`config.mk`:
```
export PLATFORM = sky130hd
export DESIGN_NAME = isc_alu
export DESIGN_NICKNAME = d
export VERILOG_FILES = /design/src/sv/isc_pkg.sv /design/src/sv/isc_alu.sv
export SDC_FILE = /design/constraint.sdc
export NUM_CORES = 1
export LEC_CHECK = 0
export BUFFER_PORTS_ARGS = -buffer_cell sky130_fd_sc_hd__buf_4
export CAP_MARGIN = 30
export CORE_ASPECT_RATIO = 0.5
export CORE_UTILIZATION = 40
export DETAILED_ROUTE_END_ITERATION = 16
export PLACE_DENSITY = 0.73
export RECOVER_POWER = 50
export SYNTH_ARGS = -nofsm -noshare
export SYNTH_HDL_FRONTEND = slang
export SYNTH_SLANG_ARGS = --single-unit
```
`constraint.sdc`:
```
create_clock -name vclk -period 5.95
set_input_delay 1.19 -clock vclk [all_inputs]
set_output_delay 1.19 -clock vclk [all_outputs]
set_load 0.02 [all_outputs]
```
`src/sv/isc_pkg.sv`:
```
package isc_pkg;

   localparam int unsigned VALUE_W = 32;
   localparam int unsigned TOTAL_W = 30;
   localparam logic [TOTAL_W-1:0] PRIME_MOD = 30'd1000000007;

   // Sequencer states, one-hot.
   typedef enum logic [2:0] {
      ST_IDLE = 3'b001,
      ST_SCAN = 3'b010,
      ST_DONE = 3'b100
   } state_type;

   // Operands for the shared compare and modular add unit.
   typedef struct packed {
      logic [TOTAL_W-1:0] acc;
      logic [TOTAL_W-1:0] addend;
      logic [VALUE_W-1:0] stored_value;
      logic [VALUE_W-1:0] new_value;
      logic               use_compare;
      logic               enable;
   } alu_in_type;

endpackage

```
`src/sv/isc_alu.sv`:
```
module isc_alu (
   input  isc_pkg::alu_in_type           alu_in,
   output logic [isc_pkg::TOTAL_W-1:0]   result
);

   logic                        take;
   logic [isc_pkg::TOTAL_W:0]   sum;
   logic [isc_pkg::TOTAL_W:0]   reduced;

   // The addend is taken when enabled and, in compare mode, only for a
   // strictly smaller stored value.
   assign take = alu_in.enable &&
                 (!alu_in.use_compare || (alu_in.stored_value < alu_in.new_value));
   assign sum = {1'b0, alu_in.acc} + {1'b0, alu_in.addend};
   assign reduced = sum - {1'b0, isc_pkg::PRIME_MOD};

   always_comb begin
      if (!take) begin
         result = alu_in.acc;
      end else if (sum >= {1'b0, isc_pkg::PRIME_MOD}) begin
         result = reduced[isc_pkg::TOTAL_W-1:0];
      end else begin
         result = sum[isc_pkg::TOTAL_W-1:0];
      end
   end

endmodule

```
## Word-level counts from Yosys, hierarchy flattened

Index checks and enable logic that the tools add are counted.
W data, S select, Z words.

- Word-level logic and storage cells: 9
- Output and inout bits: 30
- Register bits: 0
- Input bits: 126

- Add/sub/neg operators: 2
- $lt $le $gt $ge: 2
- Reductions and logical operators: 3
- Muxes and demuxes: 2

Operators by type and width:

| kind | number |
|---|---|
| $mux W30 | 2 |
| $lt A32 B32 Y1 | 1 |
| $add A30 B30 Y31 | 1 |
| $ge A31 B30 Y1 const B | 1 |
| $sub A30 B30 Y30 const B | 1 |
| $logic_and A1 B1 Y1 | 1 |
| $logic_not A1 Y1 | 1 |
| $logic_or A1 B1 Y1 | 1 |

## Logic depth before layout (Yosys ltp)

Gate-level depths: netlist (run 1).

- Word-level depth: 4
- Mapped depth: 15
- Depth with buffers taken out: 13

## Worst setup path before layout (run 1)

OpenSTA, ideal clock, no wires.

- Kind: input-to-output
- Start: input port alu_in[66] in the netlist's numbering
- End: output port result[11] in the netlist's numbering
- Data arrival time: 4821 ps
- Stages on the path: 15
- Setup slack: -61 ps
- Path through: ha_1 > inv_1 > fa_1 > nand2b_1 > a21oi_2 > o21ai_0 > a21boi_4 > nand4_4 > a311o_1 > a311o_1 > a211oi_2 > buf_6 > buf_12 > nor4_1 > a311oi_1

- Cells in the longest elaborated chain, start to end: 4

RTL lines:

| element | line | RTL |
|---|---|---|
| from (decl) | isc_alu.sv:2 | `input isc_pkg::alu_in_type alu_in,` |
| $add A30 B30 Y31 * | isc_alu.sv:14 | `assign sum = {1'b0, alu_in.acc} + {1'b0, alu_in.addend};` |
| $sub A30 B30 Y30 or $ge A31 B30 Y1 (tied branches) | isc_alu.sv:15, isc_alu.sv:20 |  |
| $mux W30 * | isc_alu.sv:20 | `end else if (sum >= {1'b0, isc_pkg::PRIME_MOD}) begin` |
| $mux W30 * | isc_alu.sv:18 | `if (!take) begin` |
| to (decl) | isc_alu.sv:3 | `output logic [isc_pkg::TOTAL_W-1:0] result` |

Mark *: on every way between the ends. The rest lies on a longest branch, timed or not.

## Worst setup path after layout (run 1)

- Start: input port alu_in[103] in the netlist's numbering
- End: output port result[4] in the netlist's numbering

- Cells in the longest elaborated chain, start to end: 4

RTL lines:

| element | line |
|---|---|
| $add A30 B30 Y31 | isc_alu.sv:14 |
| $ge A31 B30 Y1 | isc_alu.sv:20 |
| $mux W30 | isc_alu.sv:20 |
| $mux W30 | isc_alu.sv:18 |

Every way passes these cells.

==> flow_summary.toml, run 1 <==
[status]
status = "finished, final reports clean"

[yosys]
synthesis.nets = 827
syn_inst = 638
synthDistinctLibCells = 75
yosysSeqAreaShare = 0
syn_avg_cell_area_sq_um = 6.68
syn_area_sq_um = 4260
yosysWarnings = 0

[layout]
syn2layout_area_growth_pct = 62.5
drive_gt1_frac = 0.419
nets = 1085
ff_latch_area_sq_um = 0
final_area_sq_um = 6930
antenna_cells = 0
multiInputGateArea_sq_um = 4360
nFlopsAndLatches = 0
fillers = 874
final.clkbuf_count = 0

[critical_path]
cp.arrival_ns = 4.71
worst_setup_path_end_kind = "output port"
cpMaxStageDelayCell = "a311o_1"
start_kind = "input pin"
cpPeakStageDelay_ns = 0.41
critPathMaxFanout = 7
path_class = "input pin to output port"
crit_top_cell = "buf_4"
required_ns = 4.76
crit_chain = "buf_4 > ha_1 > buf_4 > a21oi_4 > o21ai_0 > a21o_1 > nor4_2 > a311oi_2 > buf_4 > a21o_1 > a311o_1 > a211o_4 > buf_6 > a31o_2 > a31oi_1 > buf_4"

[placed_design]
gp_congestion = 0.962
dp.final_hpwl_microns = 13700
place_ws_ns = -0.184
numPortBuffers = 156
dpl_cell_area_sq_um = 6340

[sta]
worstMarginPinSlew_ns = 0.584
fmax_mhz = 169
setup_viol = 0
rsz0062_at_grt = "true"
slew_headroom = 0.608
slew_viol_final = 0
period_share = 0.992
setup_slack_ns = 0.0465
finalSetupTns_ns = 0
finalHoldViolations = 0
period_minus_slack_ns = 5.90

[drt]
top_layer_used = "met4"
via_count = 6226
post_drt_wl_per_cell_microns = 16.7
route.met2.wl_microns = 8080
ant_nets = 0
met3WireLength_microns = 1620
drt-initial-drc-count = 573
via_per_inst = 6.02
drt-total-wl_microns = 17200
first_pass_iters = 5
wl_met1_microns = 7210
post-route-drc-count = 0

[grt]
first_global_vias = 5547
grt_usage = 0.276
grt_remaining_overflow = 0
grt_start_max_net_pins = 30
grt_pass1_wl_microns = 25100
antenna_found_initial = 0

[worst_hold_path]
hold_path_class = "input pin to output port"

[pwr]
ir_worst_vdd_v = 0.0000623
total_leakage_power_nw = 3.30
powerDensity_nw_per_um2 = 166

[die]
design.core.area_sq_um = 10300
fp.dieArea_sq_um = 11100
ios = 156
fp.dieW_microns = 148
start_util = 0.415
rows = 26
dieHeight_microns = 75.0

[clocking]
holdBufCountCts = 0

[job]
cap_violations = 0
-- worst paths after layout --
check	startpoint	endpoint	slack, ns	cells after the start
worst min-delay path	alu_in[96]	result[0]	2.69	4
worst max-delay path	alu_in[103]	result[4]	0.05	16
-- cells by family after synthesis --
kind of cell               Yosys count  synth area share
and+or+nand+nor                    251             0.319
AOI/OAI and AO/OA                  233             0.381
buffers and inverters               75            0.0795
adders and majority gates           63             0.187
xor gates and xnor gates            14            0.0288
muxes                                2           0.00499
-- power by group --
part | internal, mW | total (mW) | switching [mW]
sequential | 0 | 0 | 0
combinational | 0.542 | 1.15 | 0.605
clock | 0 | 0 | 0
total | 0.542 | 1.15 | 0.605
-- worst max-delay path: cells and delay by family --
| kind | cells | cell delay, ns |
|---|---|---|
| fa+ha+maj | 1 | 0.28 |
| buf+inv | 5 | 0.79 |
| compound gates | 9 | 2.15 |
| simple gates | 1 | 0.29 |
-- synth_stat cells, types with 12 or more instances --
library cell | n | area [sq um]
or4_1 | 15 | 113
ha_1 | 62 | 776
a21oi_1 | 50 | 250
and2_1 | 14 | 87.6
nand2_1 | 52 | 195
clkbuf_1 | 16 | 60.1
o21ai_0 | 33 | 165
o31ai_1 | 15 | 113
inv_1 | 42 | 158
a31oi_1 | 25 | 156
nand3_1 | 12 | 60.1
nand4_1 | 17 | 106
nor2_1 | 55 | 206
buf_2 | 12 | 60.1
a21o_1 | 18 | 135
nor3_1 | 15 | 75.1
-- through the flow --
stage | power [mW] | utilization | cells | hold slack, ns
floorplan | 0.579 | - | 638 | 2.56
global placement | 0.998 | 0.616 | 1018 | 2.70
detailed placement | 1.02 | 0.616 | 1018 | 2.70
CTS | 1.03 | 0.626 | 1020 | 2.70
global route | 1.22 | 0.674 | 1034 | 2.71
finish | 1.15 | 0.674 | 1034 | 2.69
-- routing by layer --
| metal | vias up | GRT usage |
|---|---|---|
| li1 | 2985 | - |
| met1 | 2886 | 0.363 |
| met2 | 316 | 0.512 |
| met3 | 39 | 0.0230 |
| met4 | 0 | 0.0332 |
| met5 | - | 0 |
-- layout make-up --
type | instances | area share
Inverter | 42 | 0.0228
Multi-Input combinational cell | 563 | 0.630
Tap cell | 140 | 0.0253
Timing Repair Buffer | 289 | 0.322
-- placed cells by master, fill, tap and decap left out, types with 17 or more instances in the layout --
cell | Yosys | layout
ha_1 | 62 | 57
nor2_1 | 55 | 54
a21oi_1 | 50 | 43
a31oi_1 | 25 | 20
inv_1 | 42 | 41
o21ai_0 | 33 | 27
buf_4 | 1 | 274
nand4_1 | 17 | 17
a21o_1 | 18 | 18
nand2_1 | 52 | 52
-- timing repair --
item	CTS	global route
gates resized for setup	13	80
buffers inserted	2	14
gates cloned	0	0
pin swaps	7	36
setup endpoints to repair	29	30
No activity file was read; power rests on OpenSTA's default activity.
==> inputs of run 2 (changes only) <==
--- a/config.mk
+++ b/config.mk
@@ -13,4 +13,5 @@
 export PLACE_DENSITY = 0.73
 export RECOVER_POWER = 50
+export SLEW_MARGIN = 40
 export SYNTH_ARGS = -nofsm -noshare
 export SYNTH_HDL_FRONTEND = slang
==> constraint.sdc (replaced) <==
create_clock -name vclk -period 5.95
set_input_delay 0.595 -clock vclk [all_inputs]
set_output_delay 0.595 -clock vclk [all_outputs]
set_load 0.005 [all_outputs]
==> run 2 against run 1 <==
  * Non-clock buffer count shrank 124
  * Cell count shrank 12%
  * Total power is 31% lower
  * Sequential cell count unchanged
  * Combinational power shrank 31%
  * Setup slack improved by 0.46 ns
  * Via count decreased by 13%
  * Hold slack worse by 1.2 ns
  * Critical endpoint is now result[1]
  * Critical path depth is 1 lower
==> flow_summary.toml, run 2 (same netlist as run 1, synthesis figures left out) <==
[layout]
antenna_cells = 0
syn2layout_area_growth_pct = 28.8
nets = 961
ff_latch_area_sq_um = 0
drive_gt1_frac = 0.249
final_core_util = 0.534
nFlopsAndLatches = 0
final.clkbuf_count = 0
mostFrequentLayoutCell = "buf_4"
final_cell_mix = "156 x buf_4, 62 x ha_1, 55 x nor2_1"

[clocking]
postCtsResizedCells = 0
cts_setup_buffers = 0
holdBufCountCts = 0

[drt]
via_count = 5395
ant_nets = 0
post_drt_wl_per_cell_microns = 15.5
via_per_inst = 5.93
post-route-drc-count = 0
first_pass_iters = 5
drt-total-wl_microns = 14100
drt-initial-drc-count = 486

[status]
status = "finished, final reports clean"

[die]
rows = 26
design.core.area_sq_um = 10300
dieHeight_microns = 75.0
ios = 156
fp.dieW_microns = 148
start_util = 0.415
fp.dieArea_sq_um = 11100

[grt]
grt_usage = 0.242
grt_remaining_overflow = 0
grt_pass1_wl_microns = 22000
grt_start_max_net_pins = 32
first_global_vias = 4655
antenna_found_initial = 0

[placed_design]
dp.final_hpwl_microns = 11900
numPortBuffers = 156
gp_congestion = 0.965

[worst_hold_path]
worstHoldStart = "alu_in[96]"
whs_endpoint = "result[0]"
hold_path_class = "input pin to output port"
min_path_cells = 4

[pwr]
powerDensity_nw_per_um2 = 144
total_leakage_power_nw = 2.58
ir_worst_vdd_v = 0.0000409

[sta]
slew_viol_final = 0
slew_headroom = 0.497
finalSetupTns_ns = 0
fmax_mhz = 184
worstMarginPinSlew_ns = 0.749
rsz0062_at_grt = "false"
setup_viol = 0
period_share = 0.915
finalHoldViolations = 0
period_minus_slack_ns = 5.44

[critical_path]
critPathMaxFanout = 17
worst_setup_path_end_kind = "output port"
required_ns = 5.36
cpMaxStageDelayCell = "o311ai_1"
cp.arrival_ns = 4.85
path_class = "input pin to output port"
start_kind = "input pin"
crit_chain = "clkbuf_1 > ha_1 > inv_1 > fa_1 > nand2b_1 > a21oi_2 > o211ai_1 > a31oi_1 > nor2_1 > o311ai_1 > or3_1 > a211o_1 > nand2_1 > a311o_1 > buf_4"
cpPeakStageDelay_ns = 0.63

[job]
cap_violations = 0
run 2: cell count changes in the layout (fill, tap and decap cells not counted), moves of 5 or more:
| cell | previous run | this run |
|---|---|---|
| buf_4 | 274 | 156 |
| buf_6 | 12 | 0 |
| a21oi_1 | 43 | 50 |
| clkbuf_4 | 0 | 7 |
| a311oi_1 | 3 | 9 |
| o21ai_0 | 27 | 33 |
| a311oi_2 | 6 | 1 |
| a31oi_1 | 20 | 25 |
| ha_1 | 57 | 62 |
run 2: how the worst max path moves through the flow:
stage	from	to	cells after the start
2_1_floorplan	alu_in[66]	result[11]	15
3_3_place_gp	alu_in[96]	result[10]	15
3_5_place_dp	alu_in[96]	result[1]	15
4_1_cts	alu_in[96]	result[1]	15
5_1_grt	alu_in[96]	result[1]	15
6_report	alu_in[96]	result[1]	15
run 2: metal layers:
layer | vias up | track usage | wire length, microns
met5 | - | 0 | 0
met4 | 0 | 0.0126 | 62
met3 | 4 | 0.0230 | 1140
met2 | 205 | 0.415 | 6360
met1 | 2454 | 0.345 | 6570
li1 | 2732 | - | -
run 2: area by class of cell:
class | instances | area [sq um]
fillers | 1034 | 4790
multi-input cells | 563 | 3930
repair buffers | 165 | 1230
well taps | 140 | 175
inverters | 42 | 158
run 2: power by group:
group	switching [mW]	leakage, nW	internal, mW
Sequential	0	0	0
Clock	0	0	0
Combinational	0.436	2.58	0.355
Total	0.436	2.58	0.355
run 2: per-stage QoR:
| step | power, mW | instances | instance area (sq um) | setup WS, ns | hold WS (ns) |
|---|---|---|---|---|---|
| 6_report | 0.792 | 910 | 5490 | 0.506 | 1.50 |
| 5_1_grt | 0.868 | 910 | 5490 | 0.186 | 1.54 |
| 2_1_floorplan | 0.508 | 638 | 4260 | 1.46 | 1.28 |
| 4_1_cts | 0.785 | 910 | 5500 | 0.599 | 1.48 |
| 3_3_place_gp | 0.775 | 910 | 5500 | 0.668 | 1.48 |
| 3_5_place_dp | 0.781 | 910 | 5500 | 0.627 | 1.48 |
run 2: critical path: cells and delay by family:
kind                     cells  cell delay, ns
AND/OR/NAND/NOR              4            0.90
adder cells (fa/ha/maj)      2            0.64
buffers and inverters        3            0.30
AO/OA/AOI/OAI                6            2.41
==> inputs of run 3 (changes only) <==
==> constraint.sdc (replaced) <==
create_clock -name vclk -period 5.95
set_input_delay 0.595 -clock vclk [all_inputs]
set_output_delay 0.595 -clock vclk [all_outputs]
set_load 0.02 [all_outputs]
==> run 3 against run 2 <==
  * Die area is the same
  * Cell count fell by 0.22%
  * Non-clock buffer count shrank 2
  * Critical path depth grew 1
  * Global-route usage rose by 0.76 points
  * Via count up 1.9%
  * Fmax is 0.76% lower
  * Setup slack got worse by 0.042 ns
  * Sequential cell count stayed put
  * Wire length grew 1.5%
  * Largest cell class unchanged
  * Largest power group unchanged
==> flow_summary.toml, run 3 (same netlist as run 1, synthesis figures left out) <==
[status]
status = "finished, final reports clean"

[sta]
period_share = 0.922
slew_headroom = 0.447
rsz0062_at_grt = "false"
finalHoldViolations = 0
period_minus_slack_ns = 5.49
fmax_mhz = 182
finalSetupTns_ns = 0
slew_viol_final = 0
worstMarginPinSlew_ns = 0.824
setup_viol = 0

[clocking]
holdBufCountCts = 0
cts_setup_buffers = 0
postCtsResizedCells = 0

[pwr]
total_power_mw = 0.852
ir_worst_vdd_v = 0.0000574
powerDensity_nw_per_um2 = 156
total_leakage_power_nw = 2.55

[drt]
ant_nets = 0
via_per_inst = 6.05
first_pass_iters = 5
post-route-drc-count = 0
drt-initial-drc-count = 420
post_drt_wl_per_cell_microns = 15.8
via_count = 5496
drt-total-wl_microns = 14300

[layout]
ff_latch_area_sq_um = 0
nFlopsAndLatches = 0
antenna_cells = 0
final_cell_mix = "154 x buf_4, 62 x ha_1, 55 x nor2_1"
nets = 959
drive_gt1_frac = 0.240
syn2layout_area_growth_pct = 27.9
final.clkbuf_count = 0
mostFrequentLayoutCell = "buf_4"

[grt]
antenna_found_initial = 0
grt_pass1_wl_microns = 22600
grt_start_max_net_pins = 49
grt_remaining_overflow = 0
first_global_vias = 4751
grt_usage = 0.250

[placed_design]
numPortBuffers = 156
dp.final_hpwl_microns = 12100
gp_congestion = 0.950

[die]
fp.dieArea_sq_um = 11100
dieHeight_microns = 75.0
ios = 156
design.core.area_sq_um = 10300
rows = 26
fp.dieW_microns = 148
start_util = 0.415

[critical_path]
critPathMaxFanout = 10
worst_setup_path_end_kind = "output port"
startpoint = "alu_in[96]"
start_kind = "input pin"
required_ns = 5.36
cpMaxStageDelayCell = "o311ai_1"
crit_chain = "buf_4 > ha_1 > inv_1 > fa_1 > nand2b_1 > a21oi_2 > o211ai_1 > a31oi_1 > nor2_1 > o311ai_1 > or3_1 > a211o_1 > clkbuf_1 > a31oi_1 > o31ai_1 > buf_4"
crit_end = "result[22]"
cp.arrival_ns = 4.89
cpPeakStageDelay_ns = 0.62
path_class = "input pin to output port"

[worst_hold_path]
hold_path_class = "input pin to output port"

[job]
cap_violations = 0
run 3: where the power goes:
group	switching (mW)	leakage, nW	internal [mW]
clock network	0	0	0
logic	0.506	2.55	0.345
registers	0	0	0
total	0.506	2.55	0.345
run 3: per-layer routing:
metal  track usage  up-vias  routed length (microns)
met4        0.0298        0                      120
met2         0.433      241                     6520
met1         0.340     2516                     6330
met5             0        -                        0
li1              -     2723                        -
met3        0.0370       16                     1360
run 3: worst min path at each step:
stage	start	to	slack, ns	cells after the start
after floorplan	alu_in[106]	result[10]	1.37	2
after detailed placement	alu_in[96]	result[0]	1.50	4
after global routing	alu_in[118]	result[22]	1.53	4
final	alu_in[118]	result[22]	1.50	4
after CTS	alu_in[96]	result[0]	1.50	4
after global placement	alu_in[118]	result[22]	1.51	4
run 3: per-stage QoR:
stage	util	setup WS (ns)	hold WS (ns)	cell area [sq um]	std cells
3_3_place_gp	0.534	0.669	1.51	5490	908
3_5_place_dp	0.534	0.583	1.50	5490	908
5_1_grt	0.531	0.171	1.53	5450	908
4_1_cts	0.534	0.576	1.50	5490	908
2_1_floorplan	-	1.13	1.37	4260	638
6_report	0.531	0.465	1.50	5450	908
run 3: critical path: cells and delay by family:
| family | cells | cell delay (ns) |
|---|---|---|
| adder cells (fa/ha/maj) | 2 | 0.60 |
| AND/OR/NAND/NOR | 3 | 0.62 |
| buffers and inverters | 4 | 0.79 |
| AO/OA/AOI/OAI | 7 | 2.27 |
run 3: layout make-up:
cell class,count,area (sq um)
Fill cell,1066,4830
Multi-Input combinational cell,563,3930
Timing Repair Buffer,163,1190
Tap cell,140,175
Inverter,42,158
